[src/design/tapa_pkg.sv]
// Shared constants, types and helpers of the tensor axis permute addresser.
package tapa_pkg;

   localparam int MAX_RANK       = 5;
   localparam int ADDR_BITS      = 24;
   localparam int DIM_BITS       = 16;
   localparam int AXIS_BITS      = 3;
   localparam int RANK_BITS      = 3;
   localparam int ORDER_BITS     = AXIS_BITS * MAX_RANK;
   localparam int NUM_DIM_REGS   = 5;
   localparam int LVL_BITS       = (MAX_RANK > 1) ? $clog2(MAX_RANK) : 1;
   localparam int RCNT_BITS      = $clog2(MAX_RANK + 1);
   localparam int PROD_BITS      = ADDR_BITS + 1;
   localparam int MAC_BITS       = PROD_BITS + DIM_BITS;
   localparam int CSR_INDEX_BITS = 3;
   localparam int CSR_DATA_BITS  = (DIM_BITS > ORDER_BITS) ? DIM_BITS : ORDER_BITS;

   typedef logic [ADDR_BITS-1:0]      addr_type;
   typedef logic [DIM_BITS-1:0]       dim_type;
   typedef logic [AXIS_BITS-1:0]      axis_type;
   typedef logic [LVL_BITS-1:0]       lvl_type;
   typedef logic [RCNT_BITS-1:0]      rcnt_type;
   typedef logic [PROD_BITS-1:0]      prod_type;
   typedef logic [MAC_BITS-1:0]       mac_word_type;
   typedef logic [CSR_INDEX_BITS-1:0] csr_index_type;
   typedef logic [CSR_DATA_BITS-1:0]  csr_data_type;

   localparam csr_index_type REG_RANK  = csr_index_type'(0);
   localparam csr_index_type REG_DIM_0 = csr_index_type'(1);
   localparam csr_index_type REG_ORDER = csr_index_type'(6);

   localparam prod_type ADDR_LIMIT = prod_type'(1) << ADDR_BITS;
   localparam prod_type PROD_CLAMP = ADDR_LIMIT + prod_type'(1);

   typedef enum logic [1:0] {
      ERR_OK    = 2'd0,
      ERR_PERM  = 2'd1,
      ERR_RANGE = 2'd2
   } err_type;

   typedef enum logic [1:0] {
      ST_IDLE,
      ST_STRIDE,
      ST_SUM
   } state_type;

   typedef struct packed {
      logic [RANK_BITS-1:0]               rank;
      logic [MAX_RANK-1:0][DIM_BITS-1:0]  dim;
      logic [ORDER_BITS-1:0]              order;
   } cfg_type;

   typedef struct packed {
      prod_type a;
      dim_type  b;
      addr_type c;
   } mac_op_type;

   function automatic dim_type eff_dim(input dim_type d);
      return (d == '0) ? dim_type'(1) : d;
   endfunction

   function automatic cfg_type cfg_reset();
      cfg_type c;
      c.rank = RANK_BITS'(1);
      for (int k = 0; k < MAX_RANK; k++) begin
         c.dim[k] = dim_type'(1);
         c.order[AXIS_BITS*k +: AXIS_BITS] = axis_type'(k);
      end
      return c;
   endfunction

endpackage

[src/design/tensor_axis_permute_addresser_unit.sv]
// Top level: permuted-order source offset generator with a shared MAC sequencer.
// Restart: ST_STRIDE steps through the R levels, then a status beat is registered (R = effective rank).
// Advance in a pass: ST_SUM steps through the R levels, then the offset is registered.
// Advance with no pass active: result registered, valid in the cycle after accept.
// No new request is taken until the sequencer is idle again, as all steps share the single multiply-accumulate unit.
// Synchronous reset: rank 1, sizes 1, identity order, no pass active, no beat held.
module tensor_axis_permute_addresser_unit (
   input  logic                    clock,
   input  logic                    reset,
   input  logic                    req_valid,
   output logic                    req_stall,
   input  logic                    req_restart,
   output logic                    rsp_valid,
   input  logic                    rsp_stall,
   output tapa_pkg::addr_type      rsp_source_offset,
   output logic                    rsp_last,
   output logic [1:0]              rsp_error_code,
   input  logic                    csr_valid,
   output logic                    csr_ready,
   input  tapa_pkg::csr_index_type csr_index,
   input  tapa_pkg::csr_data_type  csr_data
);

   localparam int MR = tapa_pkg::MAX_RANK;

   tapa_pkg::cfg_type      cfg;
   tapa_pkg::mac_op_type   mac_op;
   tapa_pkg::mac_word_type mac_result;
   logic                   mac_over;

   tapa_pkg::state_type state_ff, state_in;
   tapa_pkg::lvl_type   lvl_ff, lvl_in;
   tapa_pkg::prod_type  prod_ff, prod_in;
   logic                over_ff, over_in;
   logic                bad_ff, bad_in;
   tapa_pkg::addr_type  acc_ff, acc_in;
   logic                last_acc_ff, last_acc_in;
   logic                pass_active_ff, pass_active_in;
   tapa_pkg::rcnt_type  lat_rank_ff, lat_rank_in;
   tapa_pkg::lvl_type   lat_axis_ff[MR], lat_axis_in[MR];
   tapa_pkg::dim_type   lat_len_ff[MR], lat_len_in[MR];
   tapa_pkg::dim_type   loop_index_ff[MR], loop_index_in[MR];
   tapa_pkg::addr_type  axis_stride_ff[MR], axis_stride_in[MR];
   logic                rsp_valid_ff, rsp_valid_in;
   tapa_pkg::addr_type  rsp_offset_ff, rsp_offset_in;
   logic                rsp_last_ff, rsp_last_in;
   tapa_pkg::err_type   rsp_err_ff, rsp_err_in;

   logic                out_free;
   logic                accept;
   tapa_pkg::rcnt_type  rank_eff;
   logic                bad_new;
   logic                first_last;
   tapa_pkg::lvl_type   axes_new[MR];
   tapa_pkg::dim_type   len_new[MR];
   tapa_pkg::dim_type   idx_step[MR];
   logic                sum_final;
   logic                last_new;

   tapa_csr u_csr (
      .clock     (clock),
      .reset     (reset),
      .csr_valid (csr_valid),
      .csr_ready (csr_ready),
      .csr_index (csr_index),
      .csr_data  (csr_data),
      .cfg       (cfg)
   );

   tapa_mac u_mac (
      .op     (mac_op),
      .result (mac_result)
   );

   assign mac_over = mac_result > tapa_pkg::mac_word_type'(tapa_pkg::ADDR_LIMIT);
   assign out_free = !rsp_valid_ff || !rsp_stall;
   assign accept   = req_valid && !req_stall;

   assign rsp_valid         = rsp_valid_ff;
   assign rsp_source_offset = rsp_offset_ff;
   assign rsp_last          = rsp_last_ff;
   assign rsp_error_code    = rsp_err_ff;

   // decode a restart: effective rank, permutation check, level axes and lengths
   always_comb begin
      logic [(2**tapa_pkg::AXIS_BITS)-1:0] seen;
      tapa_pkg::axis_type                  a;
      seen       = '0;
      bad_new    = 1'b0;
      first_last = 1'b1;
      if (cfg.rank == '0) begin
         rank_eff = tapa_pkg::rcnt_type'(1);
      end else if (cfg.rank > MR) begin
         rank_eff = tapa_pkg::rcnt_type'(MR);
      end else begin
         rank_eff = tapa_pkg::rcnt_type'(cfg.rank);
      end
      for (int k = 0; k < MR; k++) begin
         a           = cfg.order[tapa_pkg::AXIS_BITS*k +: tapa_pkg::AXIS_BITS];
         axes_new[k] = tapa_pkg::lvl_type'(k);
         len_new[k]  = tapa_pkg::dim_type'(1);
         if (k < rank_eff) begin
            if (a >= rank_eff || seen[a]) begin
               bad_new = 1'b1;
            end
            seen[a]     = 1'b1;
            axes_new[k] = (a < MR) ? tapa_pkg::lvl_type'(a) : '0;
            len_new[k]  = tapa_pkg::eff_dim(cfg.dim[axes_new[k]]);
            if (len_new[k] != tapa_pkg::dim_type'(1)) begin
               first_last = 1'b0;
            end
         end
      end
   end

   // odometer step, innermost level last
   always_comb begin
      logic carry;
      carry = 1'b1;
      for (int j = MR - 1; j >= 0; j--) begin
         idx_step[j] = loop_index_ff[j];
         if (j < lat_rank_ff && carry) begin
            if (loop_index_ff[j] + 1 < lat_len_ff[j]) begin
               idx_step[j] = loop_index_ff[j] + tapa_pkg::dim_type'(1);
               carry       = 1'b0;
            end else begin
               idx_step[j] = '0;
            end
         end
      end
   end

   assign sum_final = (tapa_pkg::rcnt_type'(lvl_ff) + tapa_pkg::rcnt_type'(1)) == lat_rank_ff;
   assign last_new  = last_acc_ff && (loop_index_ff[lvl_ff] + 1 == lat_len_ff[lvl_ff]);

   // next state
   always_comb begin
      state_in = state_ff;
      case (state_ff)
         tapa_pkg::ST_IDLE: begin
            if (accept && req_restart) begin
               state_in = tapa_pkg::ST_STRIDE;
            end else if (accept && pass_active_ff) begin
               state_in = tapa_pkg::ST_SUM;
            end
         end
         tapa_pkg::ST_STRIDE: begin
            if (lvl_ff == '0) begin
               state_in = tapa_pkg::ST_IDLE;
            end
         end
         tapa_pkg::ST_SUM: begin
            if (sum_final) begin
               state_in = tapa_pkg::ST_IDLE;
            end
         end
         default: begin
            state_in = tapa_pkg::ST_IDLE;
         end
      endcase
   end

   // sequencer outputs: handshake and MAC operands
   always_comb begin
      req_stall = 1'b1;
      mac_op    = '0;
      case (state_ff)
         tapa_pkg::ST_IDLE: begin
            req_stall = !out_free;
         end
         tapa_pkg::ST_STRIDE: begin
            mac_op.a = prod_ff;
            mac_op.b = tapa_pkg::eff_dim(cfg.dim[lvl_ff]);
         end
         tapa_pkg::ST_SUM: begin
            mac_op.a = tapa_pkg::prod_type'(axis_stride_ff[lat_axis_ff[lvl_ff]]);
            mac_op.b = loop_index_ff[lvl_ff];
            mac_op.c = acc_ff;
         end
         default: begin
            req_stall = 1'b1;
         end
      endcase
   end

   // datapath next values
   always_comb begin
      lvl_in         = lvl_ff;
      prod_in        = prod_ff;
      over_in        = over_ff;
      bad_in         = bad_ff;
      acc_in         = acc_ff;
      last_acc_in    = last_acc_ff;
      pass_active_in = pass_active_ff;
      lat_rank_in    = lat_rank_ff;
      lat_axis_in    = lat_axis_ff;
      lat_len_in     = lat_len_ff;
      loop_index_in  = loop_index_ff;
      axis_stride_in = axis_stride_ff;
      rsp_valid_in   = rsp_valid_ff && rsp_stall;
      rsp_offset_in  = rsp_offset_ff;
      rsp_last_in    = rsp_last_ff;
      rsp_err_in     = rsp_err_ff;
      case (state_ff)
         tapa_pkg::ST_IDLE: begin
            if (accept) begin
               if (req_restart) begin
                  lvl_in         = tapa_pkg::lvl_type'(rank_eff - 1);
                  prod_in        = tapa_pkg::prod_type'(1);
                  over_in        = 1'b0;
                  bad_in         = bad_new;
                  last_acc_in    = first_last;
                  pass_active_in = 1'b0;
                  lat_rank_in    = rank_eff;
                  lat_axis_in    = axes_new;
                  lat_len_in     = len_new;
                  for (int k = 0; k < MR; k++) begin
                     loop_index_in[k] = '0;
                  end
               end else if (pass_active_ff) begin
                  loop_index_in = idx_step;
                  lvl_in        = '0;
                  acc_in        = '0;
                  last_acc_in   = 1'b1;
               end else begin
                  rsp_valid_in  = 1'b1;
                  rsp_offset_in = '0;
                  rsp_last_in   = 1'b0;
                  rsp_err_in    = tapa_pkg::ERR_OK;
               end
            end
         end
         tapa_pkg::ST_STRIDE: begin
            axis_stride_in[lvl_ff] = prod_ff[tapa_pkg::ADDR_BITS-1:0];
            prod_in = mac_over ? tapa_pkg::PROD_CLAMP : tapa_pkg::prod_type'(mac_result);
            over_in = over_ff || mac_over;
            lvl_in  = lvl_ff - tapa_pkg::lvl_type'(1);
            if (lvl_ff == '0) begin
               rsp_valid_in  = 1'b1;
               rsp_offset_in = '0;
               rsp_last_in   = 1'b0;
               if (bad_ff) begin
                  rsp_err_in = tapa_pkg::ERR_PERM;
               end else if (over_ff || mac_over) begin
                  rsp_err_in = tapa_pkg::ERR_RANGE;
               end else begin
                  rsp_err_in     = tapa_pkg::ERR_OK;
                  rsp_last_in    = last_acc_ff;
                  pass_active_in = !last_acc_ff;
               end
            end
         end
         tapa_pkg::ST_SUM: begin
            acc_in      = mac_result[tapa_pkg::ADDR_BITS-1:0];
            last_acc_in = last_new;
            lvl_in      = lvl_ff + tapa_pkg::lvl_type'(1);
            if (sum_final) begin
               rsp_valid_in  = 1'b1;
               rsp_offset_in = mac_result[tapa_pkg::ADDR_BITS-1:0];
               rsp_last_in   = last_new;
               rsp_err_in    = tapa_pkg::ERR_OK;
               if (last_new) begin
                  pass_active_in = 1'b0;
               end
            end
         end
         default: begin
            rsp_valid_in = rsp_valid_ff && rsp_stall;
         end
      endcase
   end

   always_ff @(posedge clock) begin
      if (reset) begin
         state_ff       <= tapa_pkg::ST_IDLE;
         lvl_ff         <= '0;
         pass_active_ff <= 1'b0;
         rsp_valid_ff   <= 1'b0;
         lat_rank_ff    <= tapa_pkg::rcnt_type'(1);
         for (int k = 0; k < MR; k++) begin
            lat_axis_ff[k]    <= tapa_pkg::lvl_type'(k);
            lat_len_ff[k]     <= tapa_pkg::dim_type'(1);
            loop_index_ff[k]  <= '0;
            axis_stride_ff[k] <= tapa_pkg::addr_type'(1);
         end
      end else begin
         state_ff       <= state_in;
         lvl_ff         <= lvl_in;
         pass_active_ff <= pass_active_in;
         rsp_valid_ff   <= rsp_valid_in;
         lat_rank_ff    <= lat_rank_in;
         lat_axis_ff    <= lat_axis_in;
         lat_len_ff     <= lat_len_in;
         loop_index_ff  <= loop_index_in;
         axis_stride_ff <= axis_stride_in;
      end
   end

   always_ff @(posedge clock) begin
      prod_ff       <= prod_in;
      over_ff       <= over_in;
      bad_ff        <= bad_in;
      acc_ff        <= acc_in;
      last_acc_ff   <= last_acc_in;
      rsp_offset_ff <= rsp_offset_in;
      rsp_last_ff   <= rsp_last_in;
      rsp_err_ff    <= rsp_err_in;
   end

   a_busy_stalls: assert property (@(posedge clock) disable iff (reset)
      state_ff != tapa_pkg::ST_IDLE |-> req_stall)
      else $error("input taken while the sequencer is busy");

   a_work_output_free: assert property (@(posedge clock) disable iff (reset)
      (state_ff == tapa_pkg::ST_STRIDE || state_ff == tapa_pkg::ST_SUM) |-> !rsp_valid_ff)
      else $error("result register occupied during a sequence");

   a_error_beat_clean: assert property (@(posedge clock) disable iff (reset)
      (rsp_valid_ff && rsp_err_ff != tapa_pkg::ERR_OK) |-> (!rsp_last_ff && rsp_offset_ff == '0))
      else $error("error beat carries offset or last");

   a_last_ends_pass: assert property (@(posedge clock) disable iff (reset)
      (rsp_valid_ff && rsp_last_ff) |-> !pass_active_ff)
      else $error("pass still active after its last beat");

endmodule

[src/design/tapa_mac.sv]
// Shared multiply-accumulate unit for stride products and offset sums.
module tapa_mac (
   input  tapa_pkg::mac_op_type   op,
   output tapa_pkg::mac_word_type result
);

   tapa_pkg::mac_word_type prod;

   assign prod   = tapa_pkg::mac_word_type'(op.a) * tapa_pkg::mac_word_type'(op.b);
   assign result = prod + tapa_pkg::mac_word_type'(op.c);

endmodule

[src/design/tapa_csr.sv]
// Configuration register file: rank, dimension sizes and axis order.
module tapa_csr (
   input  logic                    clock,
   input  logic                    reset,
   input  logic                    csr_valid,
   output logic                    csr_ready,
   input  tapa_pkg::csr_index_type csr_index,
   input  tapa_pkg::csr_data_type  csr_data,
   output tapa_pkg::cfg_type       cfg
);

   tapa_pkg::cfg_type cfg_ff, cfg_in;

   assign csr_ready = 1'b1;
   assign cfg       = cfg_ff;

   always_comb begin
      cfg_in = cfg_ff;
      if (csr_valid && csr_ready) begin
         if (csr_index == tapa_pkg::REG_RANK) begin
            cfg_in.rank = csr_data[tapa_pkg::RANK_BITS-1:0];
         end
         if (csr_index == tapa_pkg::REG_ORDER) begin
            cfg_in.order = csr_data[tapa_pkg::ORDER_BITS-1:0];
         end
         for (int k = 0; k < tapa_pkg::MAX_RANK; k++) begin
            if (k < tapa_pkg::NUM_DIM_REGS &&
                csr_index == tapa_pkg::csr_index_type'(int'(tapa_pkg::REG_DIM_0) + k)) begin
               cfg_in.dim[k] = csr_data[tapa_pkg::DIM_BITS-1:0];
            end
         end
      end
   end

   always_ff @(posedge clock) begin
      if (reset) begin
         cfg_ff <= tapa_pkg::cfg_reset();
      end else begin
         cfg_ff <= cfg_in;
      end
   end

endmodule
[config.mk]
export PLATFORM = sky130hd
export DESIGN_NAME = tensor_axis_permute_addresser_unit
export DESIGN_NICKNAME = d
export VERILOG_FILES = /design/src/design/tapa_pkg.sv /design/src/design/tensor_axis_permute_addresser_unit.sv /design/src/design/tapa_mac.sv /design/src/design/tapa_csr.sv
export SDC_FILE = /design/constraint.sdc
export NUM_CORES = 2
export LEC_CHECK = 0
export BUFFER_PORTS_ARGS = -buffer_cell sky130_fd_sc_hd__buf_2
export CELL_PAD_IN_SITES_DETAIL_PLACEMENT = 0
export CELL_PAD_IN_SITES_GLOBAL_PLACEMENT = 1
export CORE_ASPECT_RATIO = 0.5
export CORE_MARGIN = 2
export CORE_UTILIZATION = 50
export CTS_CLUSTER_DIAMETER = 50
export DETAILED_ROUTE_END_ITERATION = 6
export PLACE_DENSITY = 0.95
export SLEW_MARGIN = 40
export SYNTH_ARGS = -nofsm -noshare
export SYNTH_HDL_FRONTEND = slang
export SYNTH_SLANG_ARGS = --single-unit
[constraint.sdc]
create_clock -name clock -period 10.5 [get_ports clock]
set_clock_uncertainty 0.05 [all_clocks]
set_input_delay 0.525 -clock clock [delete_from_list [all_inputs] [get_ports clock]]
set_output_delay 0.525 -clock clock [all_outputs]
set_load 0.05 [all_outputs]
==> results.json <==
{
  "final.min_clock_period_ps": 10220,
  "synthesis.area_per_instance_um2": 7.893,
  "p_sw_mw": 1.214,
  "critical-path-slowest-cell": "sky130_fd_sc_hd__or4_1",
  "mostFrequentLayoutCells": "sky130_fd_sc_hd__nand2_1 (1038), sky130_fd_sc_hd__a21oi_1 (541), sky130_fd_sc_hd__inv_1 (518)",
  "min_to": "u_csr.cfg[62]$_SDFFE_PP0P_",
  "multi_input_comb_area_um2": 29790,
  "die_y_um": 212.6,
  "clock_power_share_pct": 42.5,
  "fin_nets": 5985,
  "worst_path_largest_cell_delay_ps": 680,
  "detailed_place_hpwl_um": 110300,
  "postRouteAntennaNets": 0,
  "synth-async-reset-ratio_pct": 0,
  "tritoncts.num_buffers": 51,
  "yosys_most_used_dff": "sky130_fd_sc_hd__dfxtp_1",
  "final_cell_area_um2": 46790,
  "fin_ws_ps": 279.3,
  "tightestPinTransition_ps": 970.0,
  "global_route_wire_length_before_repair_um": 232300,
  "violations_in_the_final_reports": "DRC",
  "crit_share_post_route_pct": 97.34,
  "clkTransAtPathRegs_ps": 60,
  "timing.critical_path.to_type": "register",
  "cts_htree_levels": 2,
  "p_leak_nw": 19.70,
  "setup-tns-final_ps": 0,
  "clk-insertion-delay-late_ps": 640,
  "hold_depth": 3,
  "core_utilization_of_the_finished_layout_pct": 54.31,
  "total_of_buffers_placed_on_input_and_output_ports": 53,
  "worst_vdd_ir_mv": 0.1350,
  "clock_path_buffers": 3,
  "die_area_um2": 89560,
  "worst_r2r_start": "lvl_ff[2]$_SDFFE_PP0P_",
  "placementRows": 76,
  "count_of_maximum_capacitance_violations": 0,
  "post_cts_repair_setup_buffers": 0,
  "seq_area_um2": 10450,
  "mapped_nets": 6103,
  "grt_start_max_net_pins": 195,
  "dp_worst_setup_slack_ps": 372.9,
  "fmax_mhz": 97.84,
  "final-setup-viol-count": 0,
  "final_common_cell": "sky130_fd_sc_hd__nand2_1",
  "clock_sink_count": 482,
  "internal_power_mw": 3.055,
  "hold_class": "input port to register",
  "synth_top_cells_by_area": "sky130_fd_sc_hd__dfxtp_1 (19%), sky130_fd_sc_hd__fa_1 (16%), sky130_fd_sc_hd__nand2_1 (9.0%), sky130_fd_sc_hd__ha_1 (6.3%), sky130_fd_sc_hd__a21oi_1 (6.3%)",
  "detail_route.wl_per_cell_um": 22.52,
  "post_detailed_routing_wire_length_um": 148700,
  "critPathLaunchType": "register",
  "synth_register_bits": 482,
  "synth_largest_area_cell": "sky130_fd_sc_hd__dfxtp_1",
  "critical-path-top-cell-by-count": "sky130_fd_sc_hd__fa_1",
  "total_track_usage_pct": 33.00,
  "power_density_nw_per_um2": 91.22,
  "post_cts_resize_count": 0,
  "num-fill-cells": 7873,
  "grt_remaining_overflow": 0,
  "die-width_um": 421.2,
  "slew_headroom_pct": 35.34,
  "antenna_found_initial": 4,
  "power.combinational.fraction_pct": 11.9,
  "run_status": "finished, violations left",
  "drt_first_pass_iters": 7,
  "finalWeightedCongestion": 1.126,
  "effective_utilization_at_floorplan_pct": 50.52,
  "path_max_fanout": 24,
  "initialDrtViolationCount": 5900,
  "grt_pass1_vias": 39776,
  "worst-endpoint-arrival_ps": 10740,
  "post_cts_hold_buffer_count": 0,
  "crit_start": "lvl_ff[2]$_SDFFE_PP0P_",
  "drive_gt1_share_pct": 7.772,
  "synth_seq_area_share_pct": 23.99,
  "core_area_um2": 86150,
  "cts.root.buffer_cell": "sky130_fd_sc_hd__clkbuf_16",
  "timing_hold_violations_final": 0,
  "power_mw": 4.268,
  "synth_warn": 0,
  "sw_frac_of_total_pct": 28.43,
  "synth-edff-count": 79,
  "r2r_cells": 32,
  "post_synth_instance_area_um2": 43520,
  "final-instance-count-excl-fill": 6601,
  "worstPathRequired_ps": 11020,
  "cts_tree": "done",
  "critical_path_class": "register to register",
  "via_count": 41604,
  "r2r-end": "pass_active_ff$_SDFFE_PP0P_",
  "detailed_place.area_um2": 45040,
  "power_frac_seq_pct": 45.7,
  "rrSetupSlack_ps": 280,
  "synth.top_cell.area_share_pct": 18.54,
  "layout_stage_area_growth_over_the_synthesis_result_pct": 7.509,
  "fin_worst_hold_slack_ps": 122.7,
  "post_synth_inst_count": 5514,
  "report.final.slew_viol_count": 0,
  "numPlacedInstances": 6508,
  "drc_errors": 79,
  "worstHoldStart": "csr_data[15]",
  "synth_cell_types": 93,
  "io-pin-count": 55,
  "routed_via_density": 6.303
}
## state kept, by name, summed over array words and instances, names as in the netlist
register,cells
lat_rank_ff,3
lat_axis_ff,15
rsp_valid,1
lvl_ff,3
loop_index_ff,80
rsp_source_offset,24
u_csr.cfg,98
acc_ff,24
lat_len_ff,80
last_acc_ff,1
over_ff,1
bad_ff,1
pass_active_ff,1
rsp_error_code,2
rsp_last,1
axis_stride_ff,120
state_ff,2
prod_ff,25
## power by group through the flow
stage / Clock, mW / Sequential (mW) / Combinational (mW)
floorplan: 0 / 1.99 / 0.315
global placement: 0 / 1.99 / 0.469
detailed placement: 0 / 1.99 / 0.477
CTS: 1.82 / 1.95 / 0.479
global route: 1.90 / 1.95 / 0.531
finish: 1.81 / 1.95 / 0.506
## area by class of cell
type                    instances  area share [%]
clock buffers                  65           2.990
clock inverters                22          0.4787
well taps                    1170           3.129
flip-flops and latches        482           22.33
multi-input cells            4135           63.67
repair buffers                204           3.214
inverters                     522           4.188
diodes                          1        0.005348
## synthesized netlist by cell type (17+ instances only)
library cell	n
sky130_fd_sc_hd__a211oi_1	33
sky130_fd_sc_hd__a21o_1	73
sky130_fd_sc_hd__a21oi_1	545
sky130_fd_sc_hd__a221o_1	21
sky130_fd_sc_hd__a221oi_1	100
sky130_fd_sc_hd__a22o_1	22
sky130_fd_sc_hd__a22oi_1	66
sky130_fd_sc_hd__and2_1	135
sky130_fd_sc_hd__and3_1	39
sky130_fd_sc_hd__buf_1	25
sky130_fd_sc_hd__buf_2	60
sky130_fd_sc_hd__clkbuf_1	276
sky130_fd_sc_hd__dfxtp_1	403
sky130_fd_sc_hd__edfxtp_1	79
sky130_fd_sc_hd__fa_1	344
sky130_fd_sc_hd__ha_1	220
sky130_fd_sc_hd__inv_1	518
sky130_fd_sc_hd__mux2_2	33
sky130_fd_sc_hd__mux2i_1	103
sky130_fd_sc_hd__nand2_1	1040
sky130_fd_sc_hd__nand2b_1	67
sky130_fd_sc_hd__nand3_1	71
sky130_fd_sc_hd__nand3b_1	21
sky130_fd_sc_hd__nand4_1	42
sky130_fd_sc_hd__nor2_1	411
sky130_fd_sc_hd__nor2b_1	55
sky130_fd_sc_hd__nor3_1	53
sky130_fd_sc_hd__nor3b_1	20
sky130_fd_sc_hd__nor4_1	20
sky130_fd_sc_hd__o211ai_1	40
sky130_fd_sc_hd__o21a_1	37
sky130_fd_sc_hd__o21ai_0	135
sky130_fd_sc_hd__o21ai_1	24
sky130_fd_sc_hd__o22ai_1	44
sky130_fd_sc_hd__or2_2	17
sky130_fd_sc_hd__xnor2_1	49
sky130_fd_sc_hd__xor2_1	51
## layer usage
metal  GRT usage [%]  wire, um  share of wire, %
met1           43.01     57450                39
met2           51.29     64250                43
met3           8.526     18570                12
met4           15.89      8339               5.6
met5               0        56             0.038
## cells by family after synthesis
| logic type | after synthesis | synth area share [%] |
|---|---|---|
| DFF | 482 | 23.99 |
| AOI/OAI and AO/OA | 1271 | 18.64 |
| adders and majority gates | 564 | 22.15 |
| and+or+nand+nor | 2046 | 21.06 |
| other | 1 | 0.008617 |
| buffers and inverters | 897 | 8.064 |
| xor gates and xnor gates | 100 | 2.012 |
| muxes | 153 | 4.077 |
## how the worst max path moves through the flow
stage	cells after the start	slack (ps)	to
floorplan	41	840	pass_active_ff$_SDFFE_PP0P_
global placement	28	480	pass_active_ff$_SDFFE_PP0P_
detailed placement	28	370	pass_active_ff$_SDFFE_PP0P_
CTS	27	250	prod_ff[19]$_SDFFCE_PN0P_
global route	35	-30	pass_active_ff$_SDFFE_PP0P_
finish	32	280	pass_active_ff$_SDFFE_PP0P_
## critical path: cells and delay by family, from the launching register on
kind / cells / cell delay, ps
AO/OA/AOI/OAI: 7 / 2110
adder cells (fa/ha/maj): 7 / 3630
buffers and inverters: 7 / 830
flip-flops: 1 / 600
multiplexers: 1 / 380
AND/OR/NAND/NOR: 10 / 2520
Power figures use the tool's default switching activity.
